File: src/hw/rtl/phfa_ram.sv
// generic simple dual port ram: one write port, one read port, registered read
// no dependencies
module phfa_ram #(
  parameter int WIDTH = 8,
  parameter int DEPTH = 16
) (
  input  logic                     clk,
  input  logic                     we,
  input  logic [$clog2(DEPTH)-1:0] waddr,
  input  logic [WIDTH-1:0]         wdata,
  input  logic                     re,
  input  logic [$clog2(DEPTH)-1:0] raddr,
  output logic [WIDTH-1:0]         rdata
);

  logic [WIDTH-1:0] mem [DEPTH];
  logic [WIDTH-1:0] rdata_r;

  always_ff @(posedge clk) begin
    if (we) begin
      mem[waddr] <= wdata;
    end
    if (re) begin
      rdata_r <= mem[raddr];
    end
  end

  assign rdata = rdata_r;

endmodule

File: config.mk
export PLATFORM = sky130hd
export DESIGN_NAME = phfa_ram
export DESIGN_NICKNAME = d
export VERILOG_FILES = /design/src/hw/rtl/phfa_ram.sv
export SDC_FILE = /design/constraint.sdc
export NUM_CORES = 1
export LEC_CHECK = 0
export BUFFER_PORTS_ARGS = -buffer_cell sky130_fd_sc_hd__buf_2
export CAP_MARGIN = 20
export CORE_AREA = 2 2 102 104
export DETAILED_ROUTE_END_ITERATION = 6
export DIE_AREA = 0 0 104 106
export HOLD_SLACK_MARGIN = 0.12
export MAX_ROUTING_LAYER = met4
export PLACE_DENSITY_LB_ADDON = 0.25
export REMOVE_ABC_BUFFERS = 1
export SYNTH_ARGS = -nofsm -noshare
export SYNTH_HDL_FRONTEND = slang
export SYNTH_SLANG_ARGS = --single-unit
File: constraint.sdc
create_clock -name clk -period 1.5 [get_ports clk]
set_clock_uncertainty 0.1 [all_clocks]
set_input_delay 0.075 -clock clk [delete_from_list [all_inputs] [get_ports clk]]
set_output_delay 0.075 -clock clk [all_outputs]
set_load 0.02 [all_outputs]
==> results of run 1 <==
[timing repair]
item	CTS	global route
gates resized for setup	14	3
setup buffers	0	0
hold buffers	13	0
endpoints found under the hold margin	238	0
pin swaps	6	3
setup endpoints to repair	7	16
[final cells by class]
cell class	instances	area, µm²	share of cell area [%]
Timing Repair Buffer	62	474	7.40
Tap cell	136	170	2.66
Clock inverter	15	208	3.24
Sequential cell	136	4080	63.7
Clock buffer	17	414	6.46
Multi-Input combinational cell	83	1060	16.5
[power groups by stage]
| stage | combinational (mW) | clock, mW | sequential (mW) |
|---|---|---|---|
| global route | 0.497 | 4.55 | 4.31 |
| global placement | 0.414 | 0 | 4.38 |
| CTS | 0.464 | 4.38 | 4.31 |
| floorplan | 0.171 | 0 | 4.40 |
| finish | 0.460 | 4.30 | 4.31 |
| detailed placement | 0.423 | 0 | 4.38 |
[cells in the mapped netlist]
master           number  area share (%)
a22oi_1              16             2.3
and2_1                1            0.12
and2b_1               1            0.14
buf_2                 3            0.29
buf_4                 1            0.14
buf_6                 3            0.65
clkdlybuf4s25_2       3            0.57
edfxtp_1            136              78
mux4_1               14             7.0
mux4_2               18             7.8
nand2_1               9            0.65
nand2b_1              2            0.24
nand3_1               1           0.096
nand3b_1              2            0.29
nor2_1               13            0.93
nor2b_1               1            0.12
nor3_1                4            0.38
or3b_2                1            0.17
[worst max path at each step]
stage               slack [ns]  cells past startpoint             endpoint            startpoint
finish                   -0.02                      3   rdata[1]$_DFFE_PP_   mem[1][1]$_DFFE_PP_
CTS                      -0.03                      3   rdata[1]$_DFFE_PP_  mem[11][1]$_DFFE_PP_
global route             -0.09                      3   rdata[1]$_DFFE_PP_  mem[11][1]$_DFFE_PP_
detailed placement       -0.29                      5   rdata[4]$_DFFE_PP_              raddr[0]
floorplan                -0.17                      2  mem[0][0]$_DFFE_PP_              waddr[2]
global placement         -0.28                      5   rdata[4]$_DFFE_PP_              raddr[0]
[state kept, by name (all words and copies together), names as in the netlist]
signal,count
mem,128
rdata,8
[cell families (layout without fill, tap and decap cells)]
kind of cell,after synthesis,after routing
muxes,32,32
DFF,136,136
buffers and inverters,10,94
and+or+nand+nor,35,35
AOI/OAI and AO/OA,16,16
[metrics by stage]
stage	total power [mW]	setup TNS [ns]	worst slack [ns]	cell area, µm²
after global placement	4.79	-1.66	-0.276	5650
after CTS	9.15	-0.0576	-0.0314	6390
after detailed placement	4.81	-1.70	-0.294	5650
after floorplan	4.57	-1.34	-0.168	5140
after global routing	9.36	-0.345	-0.0934	6410
final	9.07	-0.0428	-0.0209	6410
[worst register-to-register path, cell delays in order, from the launching register on]
cell	delay [ns]
edfxtp_1	0.37
mux4_1	0.50
a22oi_1	0.22
nand2_1	0.08
[layout by cell type (no fill, tap or decap)]
master,synthesis,routed
edfxtp_1,136,136
or3b_2,1,1
nand3_1,1,1
clkinv_2,0,2
clkinvlp_4,0,2
and2_1,1,1
mux4_1,14,5
nand3b_1,2,2
buf_4,1,19
bufinv_16,0,5
clkbuf_8,0,1
nand2_1,9,9
nor3_1,4,3
mux4_2,18,27
clkinv_4,0,2
buf_6,3,1
clkinv_1,0,4
a22oi_1,16,10
nand2b_1,2,2
and2b_1,1,1
nor3_2,0,1
clkbuf_16,0,16
buf_2,3,26
dlygate4sd3_1,0,13
nor2_1,13,13
buf_12,0,3
nor2b_1,1,1
a22oi_2,0,6
[per-layer routing]
metal / routed length, µm / global-route usage, % / vias up
li1: - / - / 1114
met1: 4330 / 26.4 / 1343
met2: 4960 / 31.5 / 82
met3: 533 / 6.74 / 7
met4: 89 / 5.98 / 0
met5: 0 / - / -
==> results.cfg, run 1 <==
[synthesis]
yosysSeqAreaShare_pct = 78.1
syn_inst = 229
ys_ff_latch = 136
avgSynthCellArea_um2 = 22.8
yosysWarnings = 0
synth_top_family_by_area = multiplexers
muxShareOfSynthArea_pct = 14.8
synth.distinct_cells = 18
yosys.area_share.simple_pct = 3.14
synth-xor-area-share_pct = 0
synth-compound-area-share_pct = 2.30
netlist_area_mm2 = 0.00523
synthAdderAreaFrac_pct = 0

[placed_design]
gp_routability_congestion = 0.731
dp.cells = 404
dp_hpwl_um = 6160
io_buffers = 26

[cells_and_area]
utilization_pct = 64.1
areaGrowthSynthToFinish_pct = 22.6
drive_gt1_share_pct = 35.8
nFillCells = 681
layout.nets = 319
final_cells = 449
diodes = 0

[route]
drc = 0
viasPerCell = 5.67
drt-wirelength-per-cell_um = 22.1
firstDrtPassIters = 5
num_vias = 2546
dr.first_iter.drc_count = 216
antenna_left = 0
drt-total-wl_um = 9920

[floorplanning]
dieArea_mm2 = 0.0110
rows = 37
die_h_um = 106
die_w_um = 104
io_pins = 27
coreArea_mm2 = 0.0100
start_util_pct = 52.3

[worst_setup_path]
r2r-start = mem[1][1]$_DFFE_PP_
critical_path_arrival_ns = 1.68
worstRegToRegCells = 3
crit_chain = mux4_1 -> a22oi_1 -> nand2_1
cpPeakStageDelay_ns = 0.50
crit_slowest_cell = mux4_1
cp_max_fo = 1
r2r_slack_ns = -0.02
crit_type = register to register
critPathLaunchType = register
rr_endpoint = rdata[1]$_DFFE_PP_
crit_required_ns = 1.66
end_kind = register
crit_family = multiplexers
cp_num_buf_inv = 0

[global_routing]
grt_remaining_overflow = 0
antenna_found_initial = 0
grt_max_degree = 25
grt_pass1_vias = 2677
grt_usage_pct = 20.4
grt_pass1_wl_um = 15500

[timing]
finalSetupViolations = 4
hold_viol = 0
setup_slack_ns = -0.0209
fin_crit_ns = 1.52
rsz0062_at_grt = true
hold_ws_ns = 0.158
max_slew_margin_pct = 39.8
slew_violations = 0
tightest_slew_ns = 0.900
fin_crit_sh_pct = 101
fmax_mhz = 658

[power]
p_leak_nw = 2.16
p_per_area_mw_per_mm2 = 1410
p_sw_share_pct = 19.2
switchingPower_mw = 1.74
seqPwrFrac_pct = 47.5
peakVddDrop_mv = 0.695
pwr-share-comb_pct = 5.1
power.internal_mw = 7.33
pwr-share-clk_pct = 47.4

[cts]
cts_made_buffers = 17
clk_latency_ns = 0.52
path_clk_slew_ns = 0.06
cts_tree = built
cts_sinks = 136
htree_levels = 4
root_buffer = clkbuf_8
cts_buffer_depth = 2

[run]
cap_violations = 0

[worst_hold_path]
hold_path_depth = 4
min_path_type = input pin to register
whs_endpoint = mem[0][3]$_DFFE_PP_
min_from = we

[status]
violations = negative setup slack
status = complete, but fails checks
Note: power is estimated with default switching activity, not from simulation.
==> run 2: changes to the inputs <==
--- a/config.mk
+++ b/config.mk
@@ -7,9 +7,11 @@
 export LEC_CHECK = 0
 export BUFFER_PORTS_ARGS = -buffer_cell sky130_fd_sc_hd__buf_2
 export CAP_MARGIN = 20
-export CORE_AREA = 2 2 102 104
+export CELL_PAD_IN_SITES_DETAIL_PLACEMENT = 1
+export CELL_PAD_IN_SITES_GLOBAL_PLACEMENT = 1
+export CORE_AREA = 4 4 110 112
 export DETAILED_ROUTE_END_ITERATION = 6
-export DIE_AREA = 0 0 104 106
+export DIE_AREA = 0 0 114 116
 export HOLD_SLACK_MARGIN = 0.12
 export MAX_ROUTING_LAYER = met4
 export PLACE_DENSITY_LB_ADDON = 0.25
==> results.cfg, run 2 (synthesized netlist as in run 1, its figures left out) <==
[floorplanning]
dieArea_mm2 = 0.0132
die_h_um = 116
coreArea_mm2 = 0.0112
start_util_pct = 46.6
io_pins = 27
die_w_um = 114
rows = 39

[power]
p_leak_nw = 2.09
peakVddDrop_mv = 0.855
p_per_area_mw_per_mm2 = 1340

[cells_and_area]
largest_register_ffs = 128
areaGrowthSynthToFinish_pct = 20.1
diodes = 0
final_common_cell = edfxtp_1
largest-register = mem
layout.nets = 316
mostFrequentLayoutCells = 136 x edfxtp_1, 31 x mux4_2, 26 x buf_2
drive_gt1_share_pct = 39.7
utilization_pct = 56.0

[worst_setup_path]
crit_type = register to register
cp_num_buf_inv = 0
end_kind = register
crit_chain = mux4_2 -> a22oi_2 -> nand2_1
critPathLaunchType = register
crit_required_ns = 1.54
cpPeakStageDelay_ns = 0.49
crit_slowest_cell = mux4_2
cp_max_fo = 1
critical_path_arrival_ns = 1.59
crit_family = multiplexers

[worst_hold_path]
min_path_type = input pin to register

[route]
num_vias = 2465
antenna_left = 0
drc = 0
drt-wirelength-per-cell_um = 22.5
dr.first_iter.drc_count = 186
firstDrtPassIters = 4
drt-total-wl_um = 10200
viasPerCell = 5.44

[timing]
fin_crit_ns = 1.55
fmax_mhz = 643
fin_crit_sh_pct = 104
rsz0062_at_grt = true
fin_tns_setup_ns = -0.0543
hold_viol = 0
finalSetupViolations = 1
slew_violations = 0
tightest_slew_ns = 0.933
max_slew_margin_pct = 37.7
setup_slack_ns = -0.0543
hold_ws_ns = 0.137

[global_routing]
grt_remaining_overflow = 0
grt_pass1_wl_um = 16200
grt_max_degree = 22
grt_usage_pct = 17.8
antenna_found_initial = 0
grt_pass1_vias = 2771

[placed_design]
io_buffers = 26
dp_hpwl_um = 6700
gp_routability_congestion = 0.716

[cts]
path_clk_slew_ns = 0.06
cts_sinks = 136
post_cts_buffers = 0
clk_latency_ns = 0.41
cts_buffer_depth = 2
cts_tree = built
htree_levels = 4
cts_made_buffers = 17
root_buffer = clkbuf_16

[status]
violations = negative setup slack
status = complete, but fails checks

[run]
cap_violations = 0
-- run 2: where the power goes --
group	internal (mW)	switching, mW	total [mW]
Combinational	0.203	0.256	0.460
Sequential	4.28	0.0253	4.31
Clock	2.11	1.52	3.63
-- run 2: cell type report --
type / count / area (µm²)
fill: 998 / 4940
sequential: 136 / 4080
multi-input combinational: 83 / 1060
timing repair buffer: 59 / 428
clock buffer: 17 / 425
tap: 143 / 179
clock inverter: 15 / 105
-- run 2: path summary, 6_finish.rpt --
path,from,endpoint,slack (ns),cells after the start
setup / recovery,mem[8][3]$_DFFE_PP_,rdata[3]$_DFFE_PP_,-0.05,3
hold / removal,waddr[1],mem[4][0]$_DFFE_PP_,0.14,3
setup reg to reg,mem[8][3]$_DFFE_PP_,rdata[3]$_DFFE_PP_,-0.05,3
hold reg to reg,mem[12][1]$_DFFE_PP_,rdata[1]$_DFFE_PP_,0.66,3
-- run 2: what timing repair did --
action                                  in CTS  in global routing
resized for setup                           16                  7
hold buffers                                10                  0
gates cloned                                 0                  0
pin swaps                                    6                  2
endpoints found under the setup margin       8                  7
hold endpoints to repair                   138                  0
-- run 2: worst min-delay path, stage by stage --
cell    delay (ns)
buf_2         0.14
nor3_1        0.07
buf_4         0.18
-- run 2: per-stage QoR --
| step | std cells | worst slack [ns] | cell area [µm²] | power (mW) |
|---|---|---|---|---|
| 5_1_grt | 453 | -0.0906 | 6280 | 8.73 |
| 6_report | 453 | -0.0543 | 6280 | 8.40 |
| 4_1_cts | 453 | -0.0182 | 6270 | 8.47 |
| 3_5_place_dp | 411 | -0.235 | 5650 | 4.81 |
| 3_3_place_gp | 411 | -0.211 | 5650 | 4.79 |
| 2_1_floorplan | 219 | -0.168 | 5140 | 4.57 |
-- run 2: metal layers --
| layer | global-route usage [%] | vias up | routed length, µm |
|---|---|---|---|
| met5 | - | - | 0 |
| met4 | 5.94 | 0 | 106 |
| met3 | 5.54 | 10 | 559 |
| met2 | 27.3 | 64 | 5290 |
| met1 | 22.9 | 1290 | 4260 |
| li1 | - | 1101 | - |
